<file path="src/rtl/md5he_pkg.sv">
// md5he_pkg: shared types, constants and round tables for the md5 hash engine
// no dependencies; imported by md5_hash_engine_top
package md5he_pkg;

    localparam int WordW = 32;
    localparam int AddrW = 4;
    localparam int Depth = 16;

    localparam logic [31:0] InitA = 32'h67452301;
    localparam logic [31:0] InitB = 32'hefcdab89;
    localparam logic [31:0] InitC = 32'h98badcfe;
    localparam logic [31:0] InitD = 32'h10325476;
    localparam logic [7:0]  PadByte = 8'h80;

    typedef enum logic [2:0] {
        S_IDLE,
        S_PAD_FIRST,
        S_PAD_ZERO,
        S_LOAD,
        S_ROUND,
        S_ADD,
        S_OUT
    } md5he_state_t;

    // where to go once a block has been compressed
    typedef enum logic [1:0] {
        RET_IDLE,
        RET_PAD_FIRST,
        RET_PAD_ZERO,
        RET_DIGEST
    } md5he_ret_t;

    function automatic logic [31:0] round_k(input logic [5:0] i);
        logic [31:0] k;
        begin
            case (i)
                6'd0:  k = 32'hd76aa478;  6'd1:  k = 32'he8c7b756;
                6'd2:  k = 32'h242070db;  6'd3:  k = 32'hc1bdceee;
                6'd4:  k = 32'hf57c0faf;  6'd5:  k = 32'h4787c62a;
                6'd6:  k = 32'ha8304613;  6'd7:  k = 32'hfd469501;
                6'd8:  k = 32'h698098d8;  6'd9:  k = 32'h8b44f7af;
                6'd10: k = 32'hffff5bb1;  6'd11: k = 32'h895cd7be;
                6'd12: k = 32'h6b901122;  6'd13: k = 32'hfd987193;
                6'd14: k = 32'ha679438e;  6'd15: k = 32'h49b40821;
                6'd16: k = 32'hf61e2562;  6'd17: k = 32'hc040b340;
                6'd18: k = 32'h265e5a51;  6'd19: k = 32'he9b6c7aa;
                6'd20: k = 32'hd62f105d;  6'd21: k = 32'h02441453;
                6'd22: k = 32'hd8a1e681;  6'd23: k = 32'he7d3fbc8;
                6'd24: k = 32'h21e1cde6;  6'd25: k = 32'hc33707d6;
                6'd26: k = 32'hf4d50d87;  6'd27: k = 32'h455a14ed;
                6'd28: k = 32'ha9e3e905;  6'd29: k = 32'hfcefa3f8;
                6'd30: k = 32'h676f02d9;  6'd31: k = 32'h8d2a4c8a;
                6'd32: k = 32'hfffa3942;  6'd33: k = 32'h8771f681;
                6'd34: k = 32'h6d9d6122;  6'd35: k = 32'hfde5380c;
                6'd36: k = 32'ha4beea44;  6'd37: k = 32'h4bdecfa9;
                6'd38: k = 32'hf6bb4b60;  6'd39: k = 32'hbebfbc70;
                6'd40: k = 32'h289b7ec6;  6'd41: k = 32'heaa127fa;
                6'd42: k = 32'hd4ef3085;  6'd43: k = 32'h04881d05;
                6'd44: k = 32'hd9d4d039;  6'd45: k = 32'he6db99e5;
                6'd46: k = 32'h1fa27cf8;  6'd47: k = 32'hc4ac5665;
                6'd48: k = 32'hf4292244;  6'd49: k = 32'h432aff97;
                6'd50: k = 32'hab9423a7;  6'd51: k = 32'hfc93a039;
                6'd52: k = 32'h655b59c3;  6'd53: k = 32'h8f0ccc92;
                6'd54: k = 32'hffeff47d;  6'd55: k = 32'h85845dd1;
                6'd56: k = 32'h6fa87e4f;  6'd57: k = 32'hfe2ce6e0;
                6'd58: k = 32'ha3014314;  6'd59: k = 32'h4e0811a1;
                6'd60: k = 32'hf7537e82;  6'd61: k = 32'hbd3af235;
                6'd62: k = 32'h2ad7d2bb;  6'd63: k = 32'heb86d391;
                default: k = 32'h0;
            endcase
            return k;
        end
    endfunction

    function automatic logic [4:0] rot_amount(input logic [5:0] i);
        logic [4:0] s;
        begin
            case ({i[5:4], i[1:0]})
                4'd0:  s = 5'd7;   4'd1:  s = 5'd12;  4'd2:  s = 5'd17;  4'd3:  s = 5'd22;
                4'd4:  s = 5'd5;   4'd5:  s = 5'd9;   4'd6:  s = 5'd14;  4'd7:  s = 5'd20;
                4'd8:  s = 5'd4;   4'd9:  s = 5'd11;  4'd10: s = 5'd16;  4'd11: s = 5'd23;
                4'd12: s = 5'd6;   4'd13: s = 5'd10;  4'd14: s = 5'd15;  4'd15: s = 5'd21;
                default: s = 5'd0;
            endcase
            return s;
        end
    endfunction

    // message word used by round i
    function automatic logic [3:0] msg_index(input logic [5:0] i);
        logic [3:0] g;
        begin
            case (i[5:4])
                2'd0:    g = i[3:0];
                2'd1:    g = 4'(5 * i[3:0] + 1);
                2'd2:    g = 4'(3 * i[3:0] + 5);
                default: g = 4'(7 * i[3:0]);
            endcase
            return g;
        end
    endfunction

    function automatic logic [31:0] round_f(input logic [1:0] phase, input logic [31:0] b,
                                            input logic [31:0] c, input logic [31:0] d);
        logic [31:0] f;
        begin
            case (phase)
                2'd0:    f = (b & c) | (~b & d);
                2'd1:    f = (b & d) | (c & ~d);
                2'd2:    f = b ^ c ^ d;
                default: f = c ^ (b | ~d);
            endcase
            return f;
        end
    endfunction

    function automatic logic [31:0] rotl32(input logic [31:0] v, input logic [4:0] s);
        logic [63:0] w;
        begin
            w = {v, v} << s;
            return w[63:32];
        end
    endfunction

endpackage

</file>
<file path="src/rtl/md5_hash_engine_top.sv">
// md5_hash_engine_top: streaming md5 hasher, one byte per transfer, digest as four words
// depends on md5he_pkg
//
// Bytes are taken one per cycle while a block fills; input stall rises after every
// 64th byte while the shared round unit runs the 64 rounds out of the block memory
// (a load step, the round steps, a chaining add). An end transfer adds the padding
// words for the rest of the block, one or two compressions, then four output
// transfers A, B, C, D; input stays stalled until the
// last digest word has been taken. Message words live in a 16 x 32 synchronous memory
// written a whole word at a time; the round unit reads word g(i+1) while round i runs.
module md5_hash_engine_top
    import md5he_pkg::*;
(
    input  logic        clk,
    input  logic        rst_n,
    input  logic        in_valid,
    output logic        in_stall,
    input  logic [7:0]  data_byte,
    input  logic        has_byte,
    input  logic        is_last,
    output logic        out_valid,
    input  logic        out_stall,
    output logic [31:0] digest_word,
    output logic [1:0]  word_index,
    output logic        last_word
);

    md5he_state_t state_reg, state_next;
    md5he_ret_t   ret_reg, ret_next;

    logic [63:0]  total_reg, total_next;
    logic [23:0]  part_reg, part_next;
    logic [AddrW-1:0] wptr_reg, wptr_next;
    logic         lenblk_reg, lenblk_next;
    logic [5:0]   rnd_reg, rnd_next;
    logic [1:0]   oidx_reg, oidx_next;
    logic [31:0]  chain_reg [4];
    logic [31:0]  chain_next [4];
    logic [31:0]  a_reg, b_reg, c_reg, d_reg;
    logic [31:0]  a_next, b_next, c_next, d_next;

    logic [WordW-1:0] mem [Depth];
    logic [WordW-1:0] mem_rdata;
    logic             mem_we;
    logic [AddrW-1:0] mem_waddr, mem_raddr;
    logic [WordW-1:0] mem_wdata;

    logic        in_fire, out_fire;
    logic [5:0]  pos;
    logic [63:0] bit_len;
    logic [31:0] first_word, round_sum, new_b;

    assign in_fire  = in_valid && !in_stall;
    assign out_fire = out_valid && !out_stall;
    assign in_stall = (state_reg != S_IDLE);
    assign out_valid = (state_reg == S_OUT);
    assign digest_word = chain_reg[oidx_reg];
    assign word_index = oidx_reg;
    assign last_word = (oidx_reg == 2'd3);
    assign pos = total_reg[5:0];
    assign bit_len = {total_reg[60:0], 3'b000};

    always_ff @(posedge clk)
    begin
        if (mem_we)
        begin
            mem[mem_waddr] <= mem_wdata;
        end
    end

    always_ff @(posedge clk)
    begin
        mem_rdata <= mem[mem_raddr];
    end

    // partial bytes below the pad lane, then the 0x80 marker, zeros above
    always_comb
    begin
        first_word = '0;
        for (int j = 0; j < 4; j++)
        begin
            if (j < int'(pos[1:0]))
            begin
                if (j < 3)
                begin
                    first_word[j*8 +: 8] = part_reg[j*8 +: 8];
                end
            end
            else if (j == int'(pos[1:0]))
            begin
                first_word[j*8 +: 8] = PadByte;
            end
        end
    end

    always_comb
    begin
        round_sum = a_reg + round_f(rnd_reg[5:4], b_reg, c_reg, d_reg) + round_k(rnd_reg)
                    + mem_rdata;
        new_b = b_reg + rotl32(round_sum, rot_amount(rnd_reg));
    end

    // next state
    always_comb
    begin
        state_next = state_reg;
        case (state_reg)
            S_IDLE:
            begin
                if (in_fire)
                begin
                    if (has_byte && pos == 6'd63)
                    begin
                        state_next = S_LOAD;
                    end
                    else if (is_last)
                    begin
                        state_next = S_PAD_FIRST;
                    end
                end
            end
            S_PAD_FIRST:
            begin
                state_next = (pos[5:2] == 4'd15) ? S_LOAD : S_PAD_ZERO;
            end
            S_PAD_ZERO:
            begin
                if (wptr_reg == 4'd15)
                begin
                    state_next = S_LOAD;
                end
            end
            S_LOAD:
            begin
                state_next = S_ROUND;
            end
            S_ROUND:
            begin
                if (rnd_reg == 6'd63)
                begin
                    state_next = S_ADD;
                end
            end
            S_ADD:
            begin
                case (ret_reg)
                    RET_IDLE:      state_next = S_IDLE;
                    RET_PAD_FIRST: state_next = S_PAD_FIRST;
                    RET_PAD_ZERO:  state_next = S_PAD_ZERO;
                    default:       state_next = S_OUT;
                endcase
            end
            S_OUT:
            begin
                if (out_fire && oidx_reg == 2'd3)
                begin
                    state_next = S_IDLE;
                end
            end
            default:
            begin
                state_next = S_IDLE;
            end
        endcase
    end

    // datapath and memory control
    always_comb
    begin
        ret_next = ret_reg;
        total_next = total_reg;
        part_next = part_reg;
        wptr_next = wptr_reg;
        lenblk_next = lenblk_reg;
        rnd_next = rnd_reg;
        oidx_next = oidx_reg;
        a_next = a_reg;
        b_next = b_reg;
        c_next = c_reg;
        d_next = d_reg;
        for (int k = 0; k < 4; k++)
        begin
            chain_next[k] = chain_reg[k];
        end
        mem_we = 1'b0;
        mem_waddr = wptr_reg;
        mem_wdata = '0;
        mem_raddr = msg_index(rnd_reg + 6'd1);

        case (state_reg)
            S_IDLE:
            begin
                if (in_fire && has_byte)
                begin
                    total_next = total_reg + 64'd1;
                    case (pos[1:0])
                        2'd0: part_next[7:0] = data_byte;
                        2'd1: part_next[15:8] = data_byte;
                        2'd2: part_next[23:16] = data_byte;
                        default:
                        begin
                            mem_we = 1'b1;
                            mem_waddr = pos[5:2];
                            mem_wdata = {data_byte, part_reg};
                        end
                    endcase
                    if (pos == 6'd63)
                    begin
                        ret_next = is_last ? RET_PAD_FIRST : RET_IDLE;
                    end
                end
            end
            S_PAD_FIRST:
            begin
                mem_we = 1'b1;
                mem_waddr = pos[5:2];
                mem_wdata = first_word;
                wptr_next = pos[5:2] + 4'd1;
                lenblk_next = (pos[5:2] < 4'd14);
                ret_next = (pos[5:2] < 4'd14) ? RET_DIGEST : RET_PAD_ZERO;
            end
            S_PAD_ZERO:
            begin
                mem_we = 1'b1;
                mem_waddr = wptr_reg;
                if (lenblk_reg && wptr_reg == 4'd14)
                begin
                    mem_wdata = bit_len[31:0];
                end
                else if (lenblk_reg && wptr_reg == 4'd15)
                begin
                    mem_wdata = bit_len[63:32];
                end
                wptr_next = wptr_reg + 4'd1;
            end
            S_LOAD:
            begin
                mem_raddr = msg_index(6'd0);
                rnd_next = '0;
                a_next = chain_reg[0];
                b_next = chain_reg[1];
                c_next = chain_reg[2];
                d_next = chain_reg[3];
            end
            S_ROUND:
            begin
                rnd_next = rnd_reg + 6'd1;
                a_next = d_reg;
                d_next = c_reg;
                c_next = b_reg;
                b_next = new_b;
            end
            S_ADD:
            begin
                chain_next[0] = chain_reg[0] + a_reg;
                chain_next[1] = chain_reg[1] + b_reg;
                chain_next[2] = chain_reg[2] + c_reg;
                chain_next[3] = chain_reg[3] + d_reg;
                if (ret_reg == RET_PAD_ZERO)
                begin
                    // extra block: zeros from word 0, length at the end
                    wptr_next = '0;
                    lenblk_next = 1'b1;
                    ret_next = RET_DIGEST;
                end
                oidx_next = '0;
            end
            S_OUT:
            begin
                if (out_fire)
                begin
                    oidx_next = oidx_reg + 2'd1;
                    if (oidx_reg == 2'd3)
                    begin
                        total_next = '0;
                        chain_next[0] = InitA;
                        chain_next[1] = InitB;
                        chain_next[2] = InitC;
                        chain_next[3] = InitD;
                    end
                end
            end
            default:
            begin
                mem_we = 1'b0;
            end
        endcase
    end

    always_ff @(posedge clk or negedge rst_n)
    begin
        if (!rst_n)
        begin
            state_reg <= S_IDLE;
            ret_reg <= RET_IDLE;
            total_reg <= '0;
            wptr_reg <= '0;
            lenblk_reg <= 1'b0;
            rnd_reg <= '0;
            oidx_reg <= '0;
            chain_reg[0] <= InitA;
            chain_reg[1] <= InitB;
            chain_reg[2] <= InitC;
            chain_reg[3] <= InitD;
        end
        else
        begin
            state_reg <= state_next;
            ret_reg <= ret_next;
            total_reg <= total_next;
            wptr_reg <= wptr_next;
            lenblk_reg <= lenblk_next;
            rnd_reg <= rnd_next;
            oidx_reg <= oidx_next;
            for (int k = 0; k < 4; k++)
            begin
                chain_reg[k] <= chain_next[k];
            end
        end
    end

    always_ff @(posedge clk)
    begin
        part_reg <= part_next;
        a_reg <= a_next;
        b_reg <= b_next;
        c_reg <= c_next;
        d_reg <= d_next;
    end

    a_out_blocks_in: assert property (@(posedge clk) disable iff (!rst_n)
        out_valid |-> in_stall)
        else $error("input accepted while digest pending");

    a_round_end: assert property (@(posedge clk) disable iff (!rst_n)
        (state_reg == S_ROUND && rnd_reg == 6'd63) |=> (state_reg == S_ADD))
        else $error("round loop did not end after 64 rounds");

    a_digest_start: assert property (@(posedge clk) disable iff (!rst_n)
        $rose(out_valid) |-> (word_index == 2'd0))
        else $error("digest did not start at word A");

    a_digest_end: assert property (@(posedge clk) disable iff (!rst_n)
        (out_fire && last_word) |=> (!out_valid && total_reg == 64'd0))
        else $error("engine not cleared after last digest word");

endmodule

</file>
<file path="config.mk">
export PLATFORM = sky130hd
export DESIGN_NAME = md5_hash_engine_top
export DESIGN_NICKNAME = d
export VERILOG_FILES = /design/src/rtl/md5he_pkg.sv /design/src/rtl/md5_hash_engine_top.sv
export SDC_FILE = /design/constraint.sdc
export NUM_CORES = 2
export LEC_CHECK = 0
export ABC_AREA = 1
export ABC_CLOCK_PERIOD_IN_PS = 9150
export BUFFER_PORTS_ARGS = -buffer_cell sky130_fd_sc_hd__buf_2
export CAP_MARGIN = 20
export CELL_PAD_IN_SITES_DETAIL_PLACEMENT = 0
export CELL_PAD_IN_SITES_GLOBAL_PLACEMENT = 2
export CORE_AREA = 2 2 371 373
export DETAILED_ROUTE_END_ITERATION = 6
export DIE_AREA = 0 0 373 375
export PLACE_DENSITY = 0.77
export SYNTH_ARGS = -nofsm -noshare
export SYNTH_HDL_FRONTEND = slang
export SYNTH_SLANG_ARGS = --single-unit
export TNS_END_PERCENT = 1
</file>
<file path="constraint.sdc">
create_clock -name clk -period 9.15 [get_ports clk]
set_input_delay 1.83 -clock clk [delete_from_list [all_inputs] [get_ports clk]]
set_output_delay 1.83 -clock clk [all_outputs]
set_load 0.05 [all_outputs]
</file>
Yosys cells after proc, flatten, opt, wreduce, memory -nomap -nowiden. Memories as Yosys holds them, arrays and structs flattened. A register that Yosys moved wholly into a read port is not among the register bits. Index checks and enable logic that the tools add are counted.

Bits in registers: 362. Latch bits: 0. RAM bits: 512. Memory bits (read-only): 2128. Input port bits: 14. Output and inout bits: 37. Memories: 3.

$add $sub $neg: 15. Multipliers: 3. Divide/modulo/power cells: 0. $lt $le $gt $ge: 5. Equal/unequal tests: 33. Shift-type cells: 1. Multiplexer cells: 59. Bitwise operators: 13. Reduce and logical (&&, ||, !) cells: 34.

Memory list: (name not given) (depth 64, width 32, read ports 1, clocked after Yosys merged registers in 0, write ports 0, line md5he_pkg.sv:36) `case (i)`; mem (depth 16, width 32, read ports 1, clocked after Yosys merged registers in 1, write ports 1, line md5_hash_engine_top.sv:42) `logic [WordW-1:0] mem [Depth];`; (name not given) (depth 16, width 5, read ports 1, clocked after Yosys merged registers in 0, write ports 0, line md5he_pkg.sv:78) `case ({i[5:4], i[1:0]})`.

Operator list (number): $add A32 B32 Y32 (8); $mux W128 (2); $pmux W128 S2 (1); $pmux W32 S2 (4); $mux W32 (6); $mux W64 (3); $pmux W32 S3 (2); $and A32 B32 Y32 (4); $pmux W64 S2 (1); $or A32 B32 Y32 (3); $xor A32 B32 Y32 (3); $add A64 B1 Y64 const B (1); $bmux W32 S2 (1); $not A32 Y32 (2); $shl A64 B5 Y64 (1); $mux W8 (7); $pmux W4 S3 (2); $pmux W3 S7 (1); $mux W3 (6); $mux W4 (4); $add A4 B1 Y4 const B (3); $eq A4 B4 Y1 const B (3); $eq A6 B6 Y1 const B (2); $ne A2 B2 Y1 const B (6); 39 further kinds (87).

Logic depth before layout (Yosys ltp).
Word-level depth: 10. Mapped depth: 49.

Worst setup path before layout. OpenSTA, ideal clock, no wires.

Kind: register -> register. Start: register rnd_reg[0]. End: register b_reg[24] (data pin). Setup time: 0.253 ns. Arrival time: 7.319 ns. Data required time: 8.897 ns. Setup slack: 1.578 ns. Cell stages (with the launch flop): 46. Path buffers: 3. Cells stage by stage: dfrtp_1 > buf_2 > inv_1 > clkbuf_1 > ha_1 > clkbuf_1 > nor2_1 > nor2_1 > a211oi_1 > a2111oi_0 > fa_1 > inv_1 > ha_1 > fa_1 > nand2_1 > nand3_1 > nand3b_1 > nand2_1 > (+10 left out) > nand2_1 > ha_1 > fa_1 > nand3_1 > nand3_1 > a31oi_1 > o21ai_0 > nand2_1 > nand2_1 > nand2_1 > nand2_1 > a21boi_0 > o21ai_0 > nand2_1 > nand2_1 > or2_2 > nand3_1 > nand2_1.

Longest elaborated chain between the ends: 6. Elaborated cells on any way between the ends: 7.

RTL lines: start: declaration (line md5_hash_engine_top.sv:35) `logic [5:0] rnd_reg, rnd_next;`; start signal: assignment (line md5_hash_engine_top.sv:313) `rnd_reg <= rnd_next;`; $mem_v2 Z64 W32; $add A32 B32 Y32 (line md5_hash_engine_top.sv:98) `round_sum = a_reg + round_f(rnd_reg[5:4], b_reg, c_reg, d_reg) + round_k(rnd_reg)`; $add A32 B32 Y32 (line md5_hash_engine_top.sv:99) `+ mem_rdata;`; $shl A64 B5 Y64 (*) (line md5he_pkg.sv:120) `w = {v, v} << s;`; $add A32 B32 Y32 (*) (line md5_hash_engine_top.sv:100) `new_b = b_reg + rotl32(round_sum, rot_amount(rnd_reg));`; $pmux W32 S2 (*) (line md5_hash_engine_top.sv:190) `case (state_reg)`; via b_next[24] (line md5_hash_engine_top.sv:40) `logic [31:0] a_next, b_next, c_next, d_next;`; end signal: assignment (line md5_hash_engine_top.sv:326) `b_reg <= b_next;`; end: declaration (line md5_hash_engine_top.sv:39) `logic [31:0] a_reg, b_reg, c_reg, d_reg;`.

Mark *: on every way through the listed nets, which the timed path passes. The rest lies on a longest branch. A chain may end at the register's enable or synchronous reset.

Worst setup path in the final report.
Start: register rnd_reg[4]. End: register b_reg[30] (data pin).

Longest elaborated chain between the ends: 8. Elaborated cells on any way between the ends: 12.

RTL lines: $eq A2 B2 Y1, or another cell as far along (line md5he_pkg.sv:107) `case (phase)`; $pmux W32 S3 (line md5he_pkg.sv:107); $add A32 B32 Y32 (2 in series) (line md5_hash_engine_top.sv:98); $add A32 B32 Y32 (line md5_hash_engine_top.sv:99); $shl A64 B5 Y64 (*) (line md5he_pkg.sv:120); $add A32 B32 Y32 (*) (line md5_hash_engine_top.sv:100); $pmux W32 S2 (*) (line md5_hash_engine_top.sv:190); via b_next[30] (line md5_hash_engine_top.sv:40).

Marks and branches as above.

==> reports/metrics.cfg <==
[pwr]
max-vdd-ir-drop_uv=195
sequentialPowerShare_pct=51.0
p_clk_share_pct=48.6
swShare_pct=21.0
p_leak_nw=25.0
p_comb_share_pct=0.5
power.total_w=0.00855
p_sw_w=0.00180
internal_power_w=0.00676
power.density_nw_per_um2=138

[yosys]
synth_ff_type=edfxtp_1
yosys.area_share.simple_pct=17.9
synth_top_family_by_area=simple AND/OR/NAND/NOR gates
synth_area_leaders=edfxtp_1 36%, nand2_1 7.6%, o21ai_0 6.5%
synth_adder_area_share_pct=7.70
yosys-top-cells-count=1124 x nand2_1, 720 x o21ai_0, 667 x inv_1, 664 x edfxtp_1, 502 x nor2_1
synth_seq_cells=903
synth_edf_count=664
synth_nets=6687
async_flop_share_pct=22.9
synth_seq_area_share_pct=46.6
synth.top_cell.area_share_pct=36.0
synth_warnings=0
syn_inst=6374
ys_types=68
synth_most_common_cell=nand2_1
synth.largest_area_cell=edfxtp_1
synth_mux_area_share_pct=1.95
synth_compound_area_share_pct=17.5
syn_avg_cell_area_um2=8.70
syn-cell-area_um2=55400
yosys.area_share.xor_xnor_pct=1.77

[place]
numPortBuffers=50
gp_congestion=0.997
placedInstanceArea_um2=58700
dpl.hpwl_mm=159

[critical_path]
worst_path_largest_cell_delay_ps=690
crit_path_max_fanout=18
start_kind=register
path_class=reg2reg
arrival_ps=8880
crit_top_cell=nand2_1
required_ps=9650
rrSetupSlack_ps=770
crit_slowest_cell=dfrtp_2
endpoint_kind=register

[detailed_routing]
drt-initial-drc-count=4652
wl_mm=221
dr.pass1.iters=6
num_vias=48194
drc=0
wl_per_cell_um=26.4
routed_via_density=5.76
ant_nets=0

[die]
core_area_um2=136000
initial_utilization_pct=40.7
die_w_um=373
die_h_um=375
num_rows=136
die-area_um2=140000
ioPinCount=51

[global_routing]
overflow=0
antenna_found_initial=11
grt_max_degree=116
grt_usage_pct=30.9
grt_pass1_vias=46586
grt_pass1_wl_mm=320

[final_layout]
nets=6795
largest_reg_flops=512
post-route-util_pct=45.6
postLayoutCellArea_um2=62200
area_growth_syn_to_layout_pct=12.1
drive_gt1_share_pct=8.85

[clock_tree]
path_clk_slew_ps=60
clock_latency_ps=750
cts.path.max_buffers=3
root_buffer=clkbuf_16
cts_hold_buffers=0
numCtsBuffers=101
h-tree-depth=3
cts_tree=built
cts_sinks=903

[timing]
maxSlewViolCount=0
period_needed_ps=8380
rsz0062_at_grt=no
finClkSkew_ps=91.5
fin_crit_sh_pct=91.6
fmax_mhz=119
worst_pin_slew_ps=1240
fin_tns_setup_ps=0
final-hold-violation-count=0
setup_violations=0
slew_headroom_pct=16.0

[run_status]
status=finished clean

[hold_path]
hold_class=reg2reg

[job]
cap_violations=0

## repair_timing
item	CTS	global route
buffers inserted	0	5
setup endpoints to repair	0	7
hold endpoints to repair	0	0
gates resized for setup	0	2
## through the flow
stage          setup WS (ps)  cells  hold WS, ps
6_report                 770   8362          509
5_1_grt                 76.3   8361          535
4_1_cts                  667   8352          510
3_5_place_dp             652   8164          500
3_3_place_gp             504   8163          495
2_1_floorplan           1580   6374          455
## layout make-up
class | count | area, um2
Fill cell | 13349 | 74100
Multi-Input combinational cell | 4521 | 26200
Sequential cell | 903 | 25800
Clock buffer | 134 | 2730
Inverter | 686 | 2590
Tap cell | 1794 | 2240
Timing Repair Buffer | 269 | 1930
Clock inverter | 54 | 629
Antenna cell | 1 | 2.50
## worst max-delay path, delay by kind of cell (launching register included)
family                     cells  cell delay [ps]
buffers and inverters          5              920
and+or+nand+nor               19             2570
DFF                            1              690
AOI/OAI and AO/OA             11             2050
adders and majority gates      5             1910
## power groups by stage
stage / Sequential (W) / Clock, W / Combinational (W)
3_3_place_gp: 0.00444 / 0 / 0.0000417
3_5_place_dp: 0.00444 / 0 / 0.0000420
4_1_cts: 0.00436 / 0.00424 / 0.0000421
6_report: 0.00436 / 0.00415 / 0.0000403
2_1_floorplan: 0.00444 / 0 / 0.00000883
5_1_grt: 0.00436 / 0.00438 / 0.0000460
## path summary, 6_finish.rpt
kind | cells after the start | from | end
min reg2reg | 2 | chain_reg[34]$_DFFE_PN1P_ | chain_reg[34]$_DFFE_PN1P_
max | 40 | rnd_reg[4]$_DFFE_PN0P_ | b_reg[30]$_DFFE_PP_
max reg2reg | 40 | rnd_reg[4]$_DFFE_PN0P_ | b_reg[30]$_DFFE_PP_
min in group asynchronous | 1 | rst_n | total_reg[22]$_DFFE_PN0P_
min | 2 | chain_reg[34]$_DFFE_PN1P_ | chain_reg[34]$_DFFE_PN1P_
max in group asynchronous | 2 | rst_n | chain_reg[108]$_DFFE_PN0P_
## cell usage in the layout (no fill, tap or decap), types with 28 or more instances in the layout
master and count:
nand2_1 1122, o21ai_0 713, inv_1 664, edfxtp_1 664
nor2_1 481, nand3_1 481, a21oi_1 400, ha_1 229
buf_4 215, o221ai_1 152, dfrtp_1 140, o22ai_1 112
mux2i_1 108, clkbuf_16 101, nor3_1 97, fa_1 70
xor2_1 64, dfstp_2 64, o211ai_1 59, buf_2 49
xnor2_1 45, a31oi_1 35, nand4_1 34, dfxtp_1 32
o31ai_1 28
## kinds of logic after synthesis
logic type,Yosys count
adder cells (fa/ha/maj),299
AND/OR/NAND/NOR,2342
flip-flops,903
XOR/XNOR,110
buffers and inverters,951
multiplexers,108
AO/OA/AOI/OAI,1661
## metal layers
metal  vias to the layer above  part of all wire, %  track usage [%]
met2                      1504                   49             53.8
met3                       310                  5.3             3.63
met4                         4                  3.7             10.9
li1                      22648                    -                -
met5                         -                0.015                0
met1                     23728                   42             39.8
Power figures use the tool's default switching activity.
